`config.mk`:
```
export PLATFORM = sky130hd
export DESIGN_NAME = video_chip_register_file_irq_core
export DESIGN_NICKNAME = d
export VERILOG_FILES = /design/src/rtl/core/vicrf_pkg.sv /design/src/rtl/core/vicrf_regs.sv /design/src/rtl/core/video_chip_register_file_irq_core.sv
export SDC_FILE = /design/constraint.sdc
export NUM_CORES = 1
export LEC_CHECK = 0
export BUFFER_PORTS_ARGS = -buffer_cell sky130_fd_sc_hd__buf_2
export CORE_UTILIZATION = 35
export CTS_CLUSTER_DIAMETER = 50
export DETAILED_ROUTE_END_ITERATION = 6
export PLACE_DENSITY = 0.59
export RECOVER_POWER = 50
export SLEW_MARGIN = 10
export SYNTH_ARGS = -nofsm -noshare
export SYNTH_HDL_FRONTEND = slang
export SYNTH_HIERARCHICAL = 1
export SYNTH_SLANG_ARGS = --single-unit
export TNS_END_PERCENT = 50
```
`constraint.sdc`:
```
create_clock -name clk_i -period 8.2 [get_ports clk_i]
set_clock_uncertainty 0.05 [all_clocks]
set_input_delay 1.64 -clock clk_i [delete_from_list [all_inputs] [get_ports clk_i]]
set_output_delay 1.64 -clock clk_i [all_outputs]
set_load 0.005 [all_outputs]
```
`src/rtl/core/vicrf_pkg.sv`:
```
`default_nettype none
// ----------------------------------------------------------------------------
// Video chip register file package
// Shared opcode type, register addresses and the request and response records
// passed between the core and its register bank.
// ----------------------------------------------------------------------------
package vicrf_pkg;

  typedef enum logic [1:0] {
    OP_READ  = 2'd0,
    OP_WRITE = 2'd1,
    OP_LINE  = 2'd2,
    OP_COLL  = 2'd3
  } opcode_e;

  localparam logic [5:0] ADDR_SPR_MSBS  = 6'h10;
  localparam logic [5:0] ADDR_CTRL1     = 6'h11;
  localparam logic [5:0] ADDR_RASTER    = 6'h12;
  localparam logic [5:0] ADDR_SPR_EN    = 6'h15;
  localparam logic [5:0] ADDR_CTRL2     = 6'h16;
  localparam logic [5:0] ADDR_SPR_YEXP  = 6'h17;
  localparam logic [5:0] ADDR_MEM_PTR   = 6'h18;
  localparam logic [5:0] ADDR_IRQ_FLAG  = 6'h19;
  localparam logic [5:0] ADDR_IRQ_MASK  = 6'h1A;
  localparam logic [5:0] ADDR_SPR_PRIO  = 6'h1B;
  localparam logic [5:0] ADDR_SPR_MC    = 6'h1C;
  localparam logic [5:0] ADDR_SPR_XEXP  = 6'h1D;
  localparam logic [5:0] ADDR_SPR_COLL  = 6'h1E;
  localparam logic [5:0] ADDR_BG_COLL   = 6'h1F;
  localparam logic [5:0] ADDR_GCOL_LO   = 6'h20;
  localparam logic [5:0] ADDR_GCOL_HI   = 6'h26;
  localparam logic [5:0] ADDR_SCOL_LO   = 6'h27;
  localparam logic [5:0] ADDR_SCOL_HI   = 6'h2E;

  localparam logic [2:0] SLOT_EN   = 3'd0;
  localparam logic [2:0] SLOT_YEXP = 3'd1;
  localparam logic [2:0] SLOT_PTR  = 3'd2;
  localparam logic [2:0] SLOT_PRIO = 3'd3;
  localparam logic [2:0] SLOT_MC   = 3'd4;
  localparam logic [2:0] SLOT_XEXP = 3'd5;
  localparam int unsigned NumSlots = 6;

  localparam logic [8:0] BADLINE_FIRST = 9'h030;
  localparam logic [8:0] BADLINE_LAST  = 9'h0F7;

  localparam logic [3:0] FLAG_RASTER = 4'b0001;
  localparam logic [3:0] FLAG_BG     = 4'b0010;
  localparam logic [3:0] FLAG_SPR    = 4'b0100;

  typedef struct packed {
    opcode_e     opcode;
    logic [5:0]  reg_addr;
    logic [7:0]  write_data;
    logic [8:0]  line_number;
    logic [7:0]  sprite_hit_mask;
    logic [7:0]  background_hit_mask;
  } req_t;

  typedef struct packed {
    logic [7:0] read_data;
    logic       irq_out;
    logic       bad_line;
  } rsp_t;

endpackage
`default_nettype wire

```
`src/rtl/core/vicrf_regs.sv`:
```
`default_nettype none
// ----------------------------------------------------------------------------
// Video chip register bank
// Holds all register state and carries out one request per enabled cycle,
// giving the read data from the state it finds and the interrupt level from the state it leaves.
// ----------------------------------------------------------------------------
module vicrf_regs (
  input  logic            clk_i,
  input  logic            rst_ni,
  input  logic            exec_i,
  input  vicrf_pkg::req_t req_i,
  output vicrf_pkg::rsp_t rsp_o
);
  import vicrf_pkg::*;

  logic [7:0] spr_xl_q [8];
  logic [7:0] spr_xl_d [8];
  logic [7:0] spr_y_q [8];
  logic [7:0] spr_y_d [8];
  logic [7:0] flag_byte_q [NumSlots];
  logic [7:0] flag_byte_d [NumSlots];
  logic [3:0] gcol_q [7];
  logic [3:0] gcol_d [7];
  logic [3:0] scol_q [8];
  logic [3:0] scol_d [8];
  logic [7:0] spr_msbs_q, spr_msbs_d;
  logic [7:0] ctrl1_q, ctrl1_d;
  logic [7:0] ctrl2_q, ctrl2_d;
  logic [8:0] raster_cmp_q, raster_cmp_d;
  logic [8:0] cur_line_q, cur_line_d;
  logic [3:0] irq_flags_q, irq_flags_d;
  logic [3:0] irq_mask_q, irq_mask_d;
  logic [7:0] spr_coll_q, spr_coll_d;
  logic [7:0] bg_coll_q, bg_coll_d;

  logic [5:0] addr;
  logic [2:0] spr_idx;
  logic [2:0] scol_idx;
  logic       is_gcol;
  logic       is_scol;
  logic       slot_hit;
  logic [2:0] slot;
  logic [8:0] new_cmp;
  logic       irq_now;

  assign addr     = req_i.reg_addr;
  assign spr_idx  = addr[3:1];
  assign scol_idx = addr[2:0] + 3'd1;
  assign is_gcol  = (addr >= ADDR_GCOL_LO) && (addr <= ADDR_GCOL_HI);
  assign is_scol  = (addr >= ADDR_SCOL_LO) && (addr <= ADDR_SCOL_HI);
  assign irq_now  = |(irq_flags_q & irq_mask_q);

  always_comb begin
    slot_hit = 1'b1;
    case (addr)
      ADDR_SPR_EN:   slot = SLOT_EN;
      ADDR_SPR_YEXP: slot = SLOT_YEXP;
      ADDR_MEM_PTR:  slot = SLOT_PTR;
      ADDR_SPR_PRIO: slot = SLOT_PRIO;
      ADDR_SPR_MC:   slot = SLOT_MC;
      ADDR_SPR_XEXP: slot = SLOT_XEXP;
      default: begin
        slot     = SLOT_EN;
        slot_hit = 1'b0;
      end
    endcase
  end

  always_comb begin
    spr_xl_d     = spr_xl_q;
    spr_y_d      = spr_y_q;
    flag_byte_d  = flag_byte_q;
    gcol_d       = gcol_q;
    scol_d       = scol_q;
    spr_msbs_d   = spr_msbs_q;
    ctrl1_d      = ctrl1_q;
    ctrl2_d      = ctrl2_q;
    raster_cmp_d = raster_cmp_q;
    cur_line_d   = cur_line_q;
    irq_flags_d  = irq_flags_q;
    irq_mask_d   = irq_mask_q;
    spr_coll_d   = spr_coll_q;
    bg_coll_d    = bg_coll_q;
    new_cmp      = raster_cmp_q;
    rsp_o.read_data = 8'hFF;
    rsp_o.bad_line  = 1'b0;

    case (req_i.opcode)
      OP_READ: begin
        if (addr < ADDR_SPR_MSBS) begin
          rsp_o.read_data = addr[0] ? spr_y_q[spr_idx] : spr_xl_q[spr_idx];
        end else if (is_gcol) begin
          rsp_o.read_data = {4'hF, gcol_q[addr[2:0]]};
        end else if (is_scol) begin
          rsp_o.read_data = {4'hF, scol_q[scol_idx]};
        end else if (slot_hit) begin
          rsp_o.read_data = flag_byte_q[slot];
          if (addr == ADDR_MEM_PTR) begin
            rsp_o.read_data[0] = 1'b1;
          end
        end else begin
          case (addr)
            ADDR_SPR_MSBS: rsp_o.read_data = spr_msbs_q;
            ADDR_CTRL1:    rsp_o.read_data = {cur_line_q[8], ctrl1_q[6:0]};
            ADDR_RASTER:   rsp_o.read_data = cur_line_q[7:0];
            ADDR_CTRL2:    rsp_o.read_data = ctrl2_q | 8'hC0;
            ADDR_IRQ_FLAG: rsp_o.read_data = {irq_now, 3'b111, irq_flags_q};
            ADDR_IRQ_MASK: rsp_o.read_data = {4'hF, irq_mask_q};
            ADDR_SPR_COLL: begin
              rsp_o.read_data = spr_coll_q;
              spr_coll_d      = 8'h00;
            end
            ADDR_BG_COLL: begin
              rsp_o.read_data = bg_coll_q;
              bg_coll_d       = 8'h00;
            end
            default: rsp_o.read_data = 8'hFF;
          endcase
        end
      end
      OP_WRITE: begin
        if (addr < ADDR_SPR_MSBS) begin
          if (addr[0]) begin
            spr_y_d[spr_idx] = req_i.write_data;
          end else begin
            spr_xl_d[spr_idx] = req_i.write_data;
          end
        end else if (is_gcol) begin
          gcol_d[addr[2:0]] = req_i.write_data[3:0];
        end else if (is_scol) begin
          scol_d[scol_idx] = req_i.write_data[3:0];
        end else if (slot_hit) begin
          flag_byte_d[slot] = req_i.write_data;
        end else begin
          case (addr)
            ADDR_SPR_MSBS: spr_msbs_d = req_i.write_data;
            ADDR_CTRL1: begin
              ctrl1_d = req_i.write_data;
              new_cmp = {req_i.write_data[7], raster_cmp_q[7:0]};
            end
            ADDR_RASTER:   new_cmp = {raster_cmp_q[8], req_i.write_data};
            ADDR_CTRL2:    ctrl2_d = req_i.write_data;
            ADDR_IRQ_FLAG: irq_flags_d = irq_flags_q & ~req_i.write_data[3:0];
            ADDR_IRQ_MASK: irq_mask_d = req_i.write_data[3:0];
            default: ;
          endcase
          if ((new_cmp != raster_cmp_q) && (cur_line_q == new_cmp)) begin
            irq_flags_d = irq_flags_d | FLAG_RASTER;
          end
          raster_cmp_d = new_cmp;
        end
      end
      OP_LINE: begin
        cur_line_d = req_i.line_number;
        if (req_i.line_number == raster_cmp_q) begin
          irq_flags_d = irq_flags_q | FLAG_RASTER;
        end
        rsp_o.bad_line = ctrl1_q[4] && (req_i.line_number >= BADLINE_FIRST) &&
                         (req_i.line_number <= BADLINE_LAST) &&
                         (req_i.line_number[2:0] == ctrl1_q[2:0]);
      end
      OP_COLL: begin
        if ((spr_coll_q == 8'h00) && (req_i.sprite_hit_mask != 8'h00)) begin
          irq_flags_d = irq_flags_d | FLAG_SPR;
        end
        if ((bg_coll_q == 8'h00) && (req_i.background_hit_mask != 8'h00)) begin
          irq_flags_d = irq_flags_d | FLAG_BG;
        end
        spr_coll_d = spr_coll_q | req_i.sprite_hit_mask;
        bg_coll_d  = bg_coll_q | req_i.background_hit_mask;
      end
      default: ;
    endcase

    rsp_o.irq_out = |(irq_flags_d & irq_mask_d);
  end

  always_ff @(posedge clk_i or negedge rst_ni) begin
    if (!rst_ni) begin
      for (int i = 0; i < 8; i++) begin
        spr_xl_q[i] <= '0;
        spr_y_q[i]  <= '0;
        scol_q[i]   <= '0;
      end
      for (int i = 0; i < NumSlots; i++) begin
        flag_byte_q[i] <= '0;
      end
      for (int i = 0; i < 7; i++) begin
        gcol_q[i] <= '0;
      end
      spr_msbs_q   <= '0;
      ctrl1_q      <= '0;
      ctrl2_q      <= '0;
      raster_cmp_q <= '0;
      cur_line_q   <= '0;
      irq_flags_q  <= '0;
      irq_mask_q   <= '0;
      spr_coll_q   <= '0;
      bg_coll_q    <= '0;
    end else if (exec_i) begin
      spr_xl_q     <= spr_xl_d;
      spr_y_q      <= spr_y_d;
      scol_q       <= scol_d;
      flag_byte_q  <= flag_byte_d;
      gcol_q       <= gcol_d;
      spr_msbs_q   <= spr_msbs_d;
      ctrl1_q      <= ctrl1_d;
      ctrl2_q      <= ctrl2_d;
      raster_cmp_q <= raster_cmp_d;
      cur_line_q   <= cur_line_d;
      irq_flags_q  <= irq_flags_d;
      irq_mask_q   <= irq_mask_d;
      spr_coll_q   <= spr_coll_d;
      bg_coll_q    <= bg_coll_d;
    end
  end

endmodule
`default_nettype wire

```
`src/rtl/core/video_chip_register_file_irq_core.sv`:
```
`default_nettype none
// ----------------------------------------------------------------------------
// Video chip register file and interrupt core
// Bus register reads and writes, raster line starts and collision reports.
// ----------------------------------------------------------------------------
// Each request on the input channel carries an opcode and its operands and
// produces exactly one response: the read data (255 for anything but a read),
// the interrupt line level after the request, and the bad line indication.
// A request is taken when in_valid_i is high and in_stall_o is low; a response
// is taken when out_valid_o is high and out_stall_i is low.
// The request is captured in an input register; the register bank then
// executes it and the response register loads. One request per cycle is
// sustained while the receiver does not stall; the register bank works out
// the whole response of a request combinationally from its registers.
// When the receiver stalls, the response holds and the input register keeps
// one more request, so in_stall_o rises only when both stages are full.
// Reset clears every register of the register bank to zero and empties both
// stages.
// ----------------------------------------------------------------------------
module video_chip_register_file_irq_core (
  input  logic       clk_i,
  input  logic       rst_ni,
  input  logic       in_valid_i,
  output logic       in_stall_o,
  input  logic [1:0] opcode_i,
  input  logic [5:0] reg_addr_i,
  input  logic [7:0] write_data_i,
  input  logic [8:0] line_number_i,
  input  logic [7:0] sprite_hit_mask_i,
  input  logic [7:0] background_hit_mask_i,
  output logic       out_valid_o,
  input  logic       out_stall_i,
  output logic [7:0] read_data_o,
  output logic       irq_out_o,
  output logic       bad_line_o
);
  import vicrf_pkg::*;

  logic  s1_valid_q, s1_valid_d;
  req_t  s1_req_q;
  logic  out_valid_q, out_valid_d;
  rsp_t  out_rsp_q;
  rsp_t  bank_rsp;
  logic  advance;
  logic  exec;
  logic  in_take;

  assign advance    = !out_valid_q || !out_stall_i;
  assign exec       = s1_valid_q && advance;
  assign in_stall_o = s1_valid_q && !advance;
  assign in_take    = in_valid_i && !in_stall_o;

  always_comb begin
    s1_valid_d  = in_stall_o ? s1_valid_q : in_valid_i;
    out_valid_d = advance ? s1_valid_q : out_valid_q;
  end

  always_ff @(posedge clk_i or negedge rst_ni) begin
    if (!rst_ni) begin
      s1_valid_q  <= 1'b0;
      out_valid_q <= 1'b0;
    end else begin
      s1_valid_q  <= s1_valid_d;
      out_valid_q <= out_valid_d;
    end
  end

  always_ff @(posedge clk_i) begin
    if (in_take) begin
      s1_req_q.opcode              <= opcode_e'(opcode_i);
      s1_req_q.reg_addr            <= reg_addr_i;
      s1_req_q.write_data          <= write_data_i;
      s1_req_q.line_number         <= line_number_i;
      s1_req_q.sprite_hit_mask     <= sprite_hit_mask_i;
      s1_req_q.background_hit_mask <= background_hit_mask_i;
    end
    if (exec) begin
      out_rsp_q <= bank_rsp;
    end
  end

  vicrf_regs u_regs (
    .clk_i  (clk_i),
    .rst_ni (rst_ni),
    .exec_i (exec),
    .req_i  (s1_req_q),
    .rsp_o  (bank_rsp)
  );

  assign out_valid_o = out_valid_q;
  assign read_data_o = out_rsp_q.read_data;
  assign irq_out_o   = out_rsp_q.irq_out;
  assign bad_line_o  = out_rsp_q.bad_line;

endmodule
`default_nettype wire

```
==> results of run 1 <==
cells in the final DEF (no fill, tap or decap), types with 34 or more instances in the layout:
master and count:
sky130_fd_sc_hd__mux2_2 184, sky130_fd_sc_hd__nand2_1 150, sky130_fd_sc_hd__o21ai_0 114, sky130_fd_sc_hd__nor2_1 43
sky130_fd_sc_hd__dfrtp_1 300, sky130_fd_sc_hd__clkbuf_16 44, sky130_fd_sc_hd__edfxtp_1 51, sky130_fd_sc_hd__a22oi_1 34
sky130_fd_sc_hd__mux4_2 46, sky130_fd_sc_hd__buf_2 44
kinds of logic (layout without fill, tap and decap cells):
| group | count (synthesis) | count (layout) | synth area share |
|---|---|---|---|
| AO/OA/AOI/OAI | 267 | 267 | 0.103 |
| XOR/XNOR | 18 | 18 | 0.00971 |
| adder cells (fa/ha/maj) | 4 | 4 | 0.00308 |
| buffers and inverters | 98 | 170 | 0.0264 |
| flip-flops | 351 | 351 | 0.557 |
| multiplexers | 248 | 248 | 0.203 |
| AND/OR/NAND/NOR | 321 | 321 | 0.0980 |
registers in the layout, summed over array words and instances (netlist names), 9 cells and up:
| register | count |
|---|---|
| u_regs/flag_byte_q | 47 |
| u_regs/spr_y_q | 64 |
| s1_req_q | 41 |
| u_regs/cur_line_q | 9 |
| u_regs/scol_q | 32 |
| u_regs/raster_cmp_q | 9 |
| u_regs/spr_xl_q | 64 |
| u_regs/gcol_q | 28 |
worst max-delay path, delay by kind of cell:
| family | cells | cell delay, ps |
|---|---|---|
| simple gates | 5 | 1580 |
| mux | 1 | 350 |
| buf+inv | 2 | 1030 |
| compound gates | 1 | 180 |
stage by stage:
stage,util,hold slack (ps),power [mW],area (um^2)
after global routing,0.407,447,4.48,18500
after detailed placement,0.374,416,2.34,17100
after global placement,0.374,407,2.33,17100
final,0.407,423,4.31,18500
after CTS,0.407,428,4.36,18600
after floorplan,-,395,2.19,16200
cell type report:
class | instances | area, um^2 | share of cell area
repair buffers | 73 | 413 | 0.0223
clock inverters | 22 | 320 | 0.0173
multi-input cells | 858 | 6760 | 0.365
flip-flops and latches | 351 | 9040 | 0.488
clock buffers | 57 | 1190 | 0.0642
inverters | 18 | 67.6 | 0.00364
well taps | 600 | 751 | 0.0405
worst max path at each step:
| stage | start | endpoint | slack (ps) | depth (start not counted) |
|---|---|---|---|---|
| 4_1_cts | s1_req_q[34] | irq_out_o | 4250 | 10 |
| 6_report | out_stall_i | u_regs/flag_byte_q[7] | 3790 | 9 |
| 5_1_grt | out_stall_i | u_regs/ctrl2_q[5] | 3570 | 8 |
| 3_5_place_dp | out_stall_i | u_regs/ctrl2_q[5] | 4150 | 8 |
| 3_3_place_gp | out_stall_i | u_regs/ctrl2_q[0] | 4230 | 8 |
| 2_1_floorplan | out_stall_i | u_regs/ctrl2_q[0] | 3880 | 7 |
power by group through the flow:
stage	Clock, mW	Sequential, mW	Combinational (mW)
after global routing	2.12	1.97	0.385
after global placement	0	1.99	0.344
after CTS	2.05	1.96	0.353
after floorplan	0	1.95	0.233
final	2.00	1.96	0.350
after detailed placement	0	1.99	0.352
layer usage:
layer  wire length, um  global-route usage  up-vias
met2             19300               0.279      461
met4              1150              0.0629        0
met5                 0                   0        -
li1                  -                   -     4938
met3              2770              0.0317       79
met1             19800               0.271     5569
==> impl.org, run 1 <==
** Global route
- Maximum number of pins on one net before global-route repair :: 179
- The first global-routing pass estimated 67600 um of wire.
- Via count of the first global-routing pass :: 11.1k
- Global routing finished with a remaining overflow of 0.
- Global-route usage over all layers :: 0.186
- Antenna violations before repair :: 2

** Logic synthesis
- Yosys instantiated no cell more often than sky130_fd_sc_hd__dfrtp_1.
- sky130_fd_sc_hd__dfrtp_1 takes more of the synthesized area than any other cell.
- Proportion of synthesized flip-flops having asynchronous set or reset :: 0.855
- Cell count after synthesis :: 1307
- Synthesis inferred 351 register bits.
- Ranking of synthesized cells by area :: sky130_fd_sc_hd__dfrtp_1 46%, sky130_fd_sc_hd__mux2_2 13%, sky130_fd_sc_hd__edfxtp_1 9.4%
- The share of synthesized area in the top cell type comes to 0.462.
- The netlist uses 74 different library cells.
- Number of synthesized flops with an enable pin :: between 50 and 60
- Most used flip-flop cell after synthesis :: sky130_fd_sc_hd__dfrtp_1
- Mapped Area :: around 16000 um^2
- For this run, the register share of the synthesized area comes to 0.557.
- Nets in the synthesized netlist :: 1356
- Average size of a mapped cell :: approximately 12 um^2
- Synth cell count leaders :: 300 x sky130_fd_sc_hd__dfrtp_1, 184 x sky130_fd_sc_hd__mux2_2, 150 x sky130_fd_sc_hd__nand2_1, 114 x sky130_fd_sc_hd__o21ai_0
- Yosys printed 6 warnings.

** Timing
- Max Slew Vio Count :: 42
- Final period demand of the worst path :: about 4400 ps
- For this run, the top clock speed supported by timing is 227 MHz.
- Headroom to the max-slew limit :: -0.768
- In the finished design, the share of the clock period the worst path needs comes to 0.537.
- Setup ws final :: 3790 ps
- At the pin with the least slew margin, the transition time is 2650 ps.
- Final sum of negative setup slack :: 0 ps
- Number of failing setup endpoints in the final timing report :: 0
- Count of final hold-check violations :: 0
- Setup repair after global routing left no endpoint under its margin.

** Detailed routing
- Number of vias after detailed routing :: 11.0k
- Starting DRC count in detailed routing :: 1231
- Number of vias per cell after detailed routing :: ~5.6
- Routed wire per std cell :: 21.8 um
- Routed Wire Length :: 43000 um
- Antenna viol nets, final :: 0
- The first detailed-routing pass ran for 6 iterations.
- For this run, design rule violations remaining after detail routing come to 0.

** Place
- Placed wire-length estimate after detailed placement :: around 28000 um
- Worst setup slack before clock tree synthesis :: between 4000 and 5000 ps
- Count of buffers inserted at the top-level ports :: 56
- Routability congestion estimate :: 0.877
- Placed cells :: 1900

** Power and ir drop
- Sequential fraction of design power :: 0.455
- In this run the power spent charging and discharging nets is 1.07 mW.
- For this design the ratio of total power to cell area is between 200 and 250 nW/um^2.
- Cell internal power was estimated by the tool at 3.24 mW.
- Leakage power :: around 8 nW
- Share of power burned in combinational logic :: 0.081
- Sw Share :: 0.249
- The worst-case IR drop observed on VDD is 0.218 mV.
- Of the total power, the clock network draws 0.463.

** Die
- Row count :: 78
- The die covers 47200 um^2.
- Die span in y :: around 220 um
- The initial utilization of the core area, before any placement, comes to 0.356.
- The floorplan step defined a core boundary enclosing 45600 um^2.
- Number of top-level pins :: 57
- The die is 217 um wide.

** Min path
- The min-delay analysis places its worst path in the category reg2reg.
- The worst hold path terminates at u_regs/scol_q[6].
- The worst hold path was traced through 2 stages.
- Launch instance of the worst min-delay path :: u_regs/scol_q[6]

** Setup path
- R2R cell count :: 10
- Along the worst path, the maximum fanout reaches 20.
- Crit Reg-Reg Startpoint :: s1_req_q[34]
- The slowest stage of the critical path is the sky130_fd_sc_hd__clkbuf_1 cell.
- The worst register-to-register path ends at irq_out_o.
- Data required time at the worst endpoint :: 8580 ps
- Worst setup path class :: in2reg
- Kind of start point of the critical path :: input port
- Walking the worst path, the cells encountered are clkbuf_1 -> a21boi_0 -> clkbuf_1 -> nand2_1 -> nor2_1 -> nand2_1 -> nor2_4 -> nand2_1 -> mux2_2.
- CP Capture Type :: register
- Arrival time at the worst endpoint :: 4790 ps
- The most numerous cell type found on the critical path is sky130_fd_sc_hd__nand2_1.
- Across all register-to-register paths, the minimum setup slack is about 4200 ps.
- In this design, the stage delay of the slowest critical-path cell is 930 ps.

** Clock network
- TritonCTS created 43 clock buffers.
- The tree is rooted in a sky130_fd_sc_hd__clkbuf_16.
- Clock latency on the worst-skew pair, taken at its later pin, is 580 ps.
- Post-CTS timing repair inserted 0 buffers for setup.
- TritonCTS built the clock tree.
- Post-CTS repair changed the size of 0 cells.
- Clock transition at the registers of the reported paths :: about 60 ps
- After clock tree synthesis, the flow added hold-fix buffers numbering 0.
- Number of levels in the clock H-tree :: 2
- Clock Tree Buf Depth :: 3
- For this design, the sink count on the clock tree is roughly 350.

** Cells and area
- The layout has 4258 filler cells.
- Relative to the synthesized area, the layout overhead comes to 14.2%.
- Layout cell share with drive strength beyond 1 :: 0.284
- In the final design database the tool counted 1394 nets.
- Filler-free cell count of the finished design :: 1979
- Antenna Diode Count :: 0

** Run status
- The final reports fail on max-capacitance violations, max-slew violations.
- The run finished, with violations left.

** Run
- Maximum capacitance violations :: 1
Power figures use the tool's default switching activity.
==> inputs of run 2 (changes only) <==
==> constraint.sdc (replaced) <==
create_clock -name clk_i -period 4.2 [get_ports clk_i]
set_clock_uncertainty 0.05 [all_clocks]
set_input_delay 0.84 -clock clk_i [delete_from_list [all_inputs] [get_ports clk_i]]
set_output_delay 0.84 -clock clk_i [all_outputs]
set_load 0.005 [all_outputs]
==> impl.org, run 2 (synthesis gave the netlist of run 1 again) <==
** Clock network
- The number of H-tree levels is 2 (unchanged).
- TritonCTS built the clock tree.
- The clock buffer count from CTS came to 43 (unchanged).
- Clock root cell :: sky130_fd_sc_hd__clkbuf_16
- The deepest clock path buffer count was 3 (unchanged).
- The total of hold buffers inserted after clock tree synthesis came to 0 (unchanged).
- The count of instances resized after the clock tree is built is 0 (unchanged).
- The number of post-CTS setup repair buffers came to 0 (unchanged).
- The total number of clock tree sinks came to 351 (unchanged).
- Worst-Skew Late Latency :: 560 ps (-20 ps)
- The post-CTS clock slew at the launch and capture registers of the worst setup and hold paths is 60 ps (about the same).

** Timing
- The final number of max-transition violations is 143 (+240%).
- Number of failing setup endpoints in the final timing report :: 0 (unchanged)
- Count of final hold-check violations :: 0 (unchanged)
- Maximum clock frequency :: approximately 280 MHz
- Slew @ Worst Pin :: 2790 ps (+142 ps)
- The worst path in the final design needs a cycle of approximately 3600 ps, including I/O delays and setup.
- The normalized max-slew margin was -0.862 (-0.0944).
- The setup TNS is 0 ps (unchanged).
- Of the available clock period, the critical path in the final layout requires 0.850.
- Setup repair after global routing missed its margin :: false

** Die
- Die Outline Area :: 47200 um^2 (unchanged)
- Number of top-level pins :: 57 (unchanged)
- The width of the chip came to 217 um (unchanged).
- The core region area is 45600 um^2 (unchanged).
- Die span in y :: 217 um (unchanged)
- Row count :: 78 (unchanged)
- Starting density of the core :: 0.356 (unchanged)

** Global route
- The number of global-route vias before repair came to 11.4k (+3.0%).
- The global-route wire length before repair is 69900 um (+3.5%).
- Global-route usage over all layers :: 0.195 (+0.00886)
- The global route total overflow was 0 (unchanged).
- The initial antenna violation count was 0 (-2).
- The pin count of the biggest net entering global routing came to 103 (-42%).

** Cells and area
- Layout-stage area growth over the synthesis result :: 14.6%
- Leaving out fill and tap cells, the most frequent cell in the layout is sky130_fd_sc_hd__dfrtp_1.
- Leading registers by flop count :: u_regs/spr_xl_q: 64 flops, u_regs/spr_y_q: 64 flops, u_regs/flag_byte_q: 47 flops
- The footprint of the multi-input gates came to 6760 um^2 (unchanged).
- Layout cell share with drive strength beyond 1 :: 0.292 (+0.00813)
- The final instance area was 18600 um^2 (+0.35%).
- Most used cells in the layout excluding fill and tap cells :: 300 x sky130_fd_sc_hd__dfrtp_1, 184 x sky130_fd_sc_hd__mux2_2, 150 x sky130_fd_sc_hd__nand2_1
- Fill cell total of the finished layout :: 4276 (+0.42%)
- The count of antenna diodes in the layout was 0 (unchanged).
- The register area was 9040 um^2 (unchanged).
- The final-stage net count came to 1407 (+0.93%).

** Detailed routing
- The number of search-and-repair iterations in the first detailed-routing pass is 7 (+1).
- Number of vias per cell after detailed routing :: 5.54 (-0.69%)
- Residual DRC count :: 8 (+8)
- Routed Wire Length :: 44600 um (+3.5%)
- The average wire per cell in the routed design is 22.4 um (+2.8%).
- Number of vias after detailed routing :: 11.0k (-0.036%)
- The count of antenna-violating nets left after detailed routing is 0 (unchanged).
- The DRC violation total after the first TritonRoute iteration was 1026 (-17%).

** Run status
- The final reports fail on design-rule violations, max-capacitance violations, max-slew violations.
- Result of the run :: finished, violations left

** Power and ir drop
- Leakage power :: 8.01 nW (+0.68%)
- Sequential fraction of design power :: 0.462 (+0.007)
- The switching power total was 2.03 mW (+89%).
- Max rail drop VDD :: 0.309 mV (+42%)
- Share of power burned in combinational logic :: 0.085 (+0.004)
- Internal Power :: 6.28 mW (+94%)
- Sw Share :: 0.244 (-0.00509)
- Power per cell area :: 446 nW/um^2 (+92%)
- The proportion of power drawn by the clock network is 0.453 (-0.010).
- Total power draw :: 8.30 mW (+93%)

** Setup path
- Critical path fanouts, max :: 34 (+70%)
- Arrival time at the worst endpoint :: 3920 ps (-870 ps)
- The number of cell instances on the worst register-to-register path is 9 (-1).
- The setup path with the least slack is of type reg2reg.
- CP Capture Type :: register
- The worst setup path is launched from a register.
- The required time at the endpoint of the critical path was 4550 ps (-4030 ps).

** Min path
- The worst hold path depth is 1 (-1).
- Kind of path behind the tightest hold check :: in2reg

** Place
- Placed wire-length estimate after detailed placement :: 30100 um (+6.3%)
- The placed cell area came to 17200 um^2 (+0.72%).
- Count of buffers inserted at the top-level ports :: 56 (unchanged)
- Routability congestion estimate :: 0.943 (+7.5%)

** Run
- The number of maximum-capacitance violations is 2 (+1).
-- run 2: changes by cell type in the layout (fill, tap and decap cells not counted), moves of 3 or more --
cell and change:
sky130_fd_sc_hd__buf_2 +8, sky130_fd_sc_hd__buf_4 +8, sky130_fd_sc_hd__bufinv_16 -3, sky130_fd_sc_hd__clkbuf_16 +3
-- run 2: critical path, cell delays in order (launching register included) --
cell	delay, ps
sky130_fd_sc_hd__edfxtp_1	350
sky130_fd_sc_hd__buf_4	430
sky130_fd_sc_hd__ha_1	590
sky130_fd_sc_hd__inv_1	240
sky130_fd_sc_hd__nor3_2	690
sky130_fd_sc_hd__o21ai_0	260
sky130_fd_sc_hd__a32oi_1	240
sky130_fd_sc_hd__and4_1	220
sky130_fd_sc_hd__a31oi_1	130
sky130_fd_sc_hd__o211ai_1	210
-- run 2: worst paths after layout --
kind	endpoint	slack (ps)	start
hold reg to reg	u_regs/scol_q[2]	430	u_regs/scol_q[2]
max in group asynchronous	u_regs/flag_byte_q[7]	1090	rst_ni
min in group asynchronous	u_regs/gcol_q[26]	1040	rst_ni
setup / recovery	irq_out_o	630	s1_req_q[33]
setup reg to reg	irq_out_o	630	s1_req_q[33]
hold / removal	s1_req_q[6]	400	background_hit_mask_i[6]
-- run 2: power groups by stage --
stage | registers [mW] | clock network (mW) | logic (mW)
final | 3.84 | 3.76 | 0.704
after global placement | 3.88 | 0 | 0.695
after CTS | 3.83 | 3.86 | 0.710
after detailed placement | 3.89 | 0 | 0.708
after floorplan | 3.81 | 0 | 0.456
after global routing | 3.86 | 3.99 | 0.772
-- run 2: final cells by class --
cell class	count	area share
multi-input combinational	858	0.363
tap	600	0.0403
sequential	351	0.486
clock inverter	13	0.00834
inverter	18	0.00363
timing repair buffer	86	0.0282
clock buffer	66	0.0703
-- run 2: through the flow --
stage               worst slack [ps]  utilization  hold WS [ps]  cells
finish                           629        0.408           400   1992
global route                     436        0.408           378   1992
CTS                              711        0.409           293   1992
detailed placement               694        0.377           416   1913
global placement                 782        0.377           406   1913
floorplan                        675            -           395   1307
-- run 2: routing by layer --
metal	vias up	wire (um)	GRT usage
li1	4941	-	-
met1	5605	20100	0.272
met2	404	19900	0.295
met3	93	3160	0.0435
met4	0	1370	0.0721
met5	-	0	0
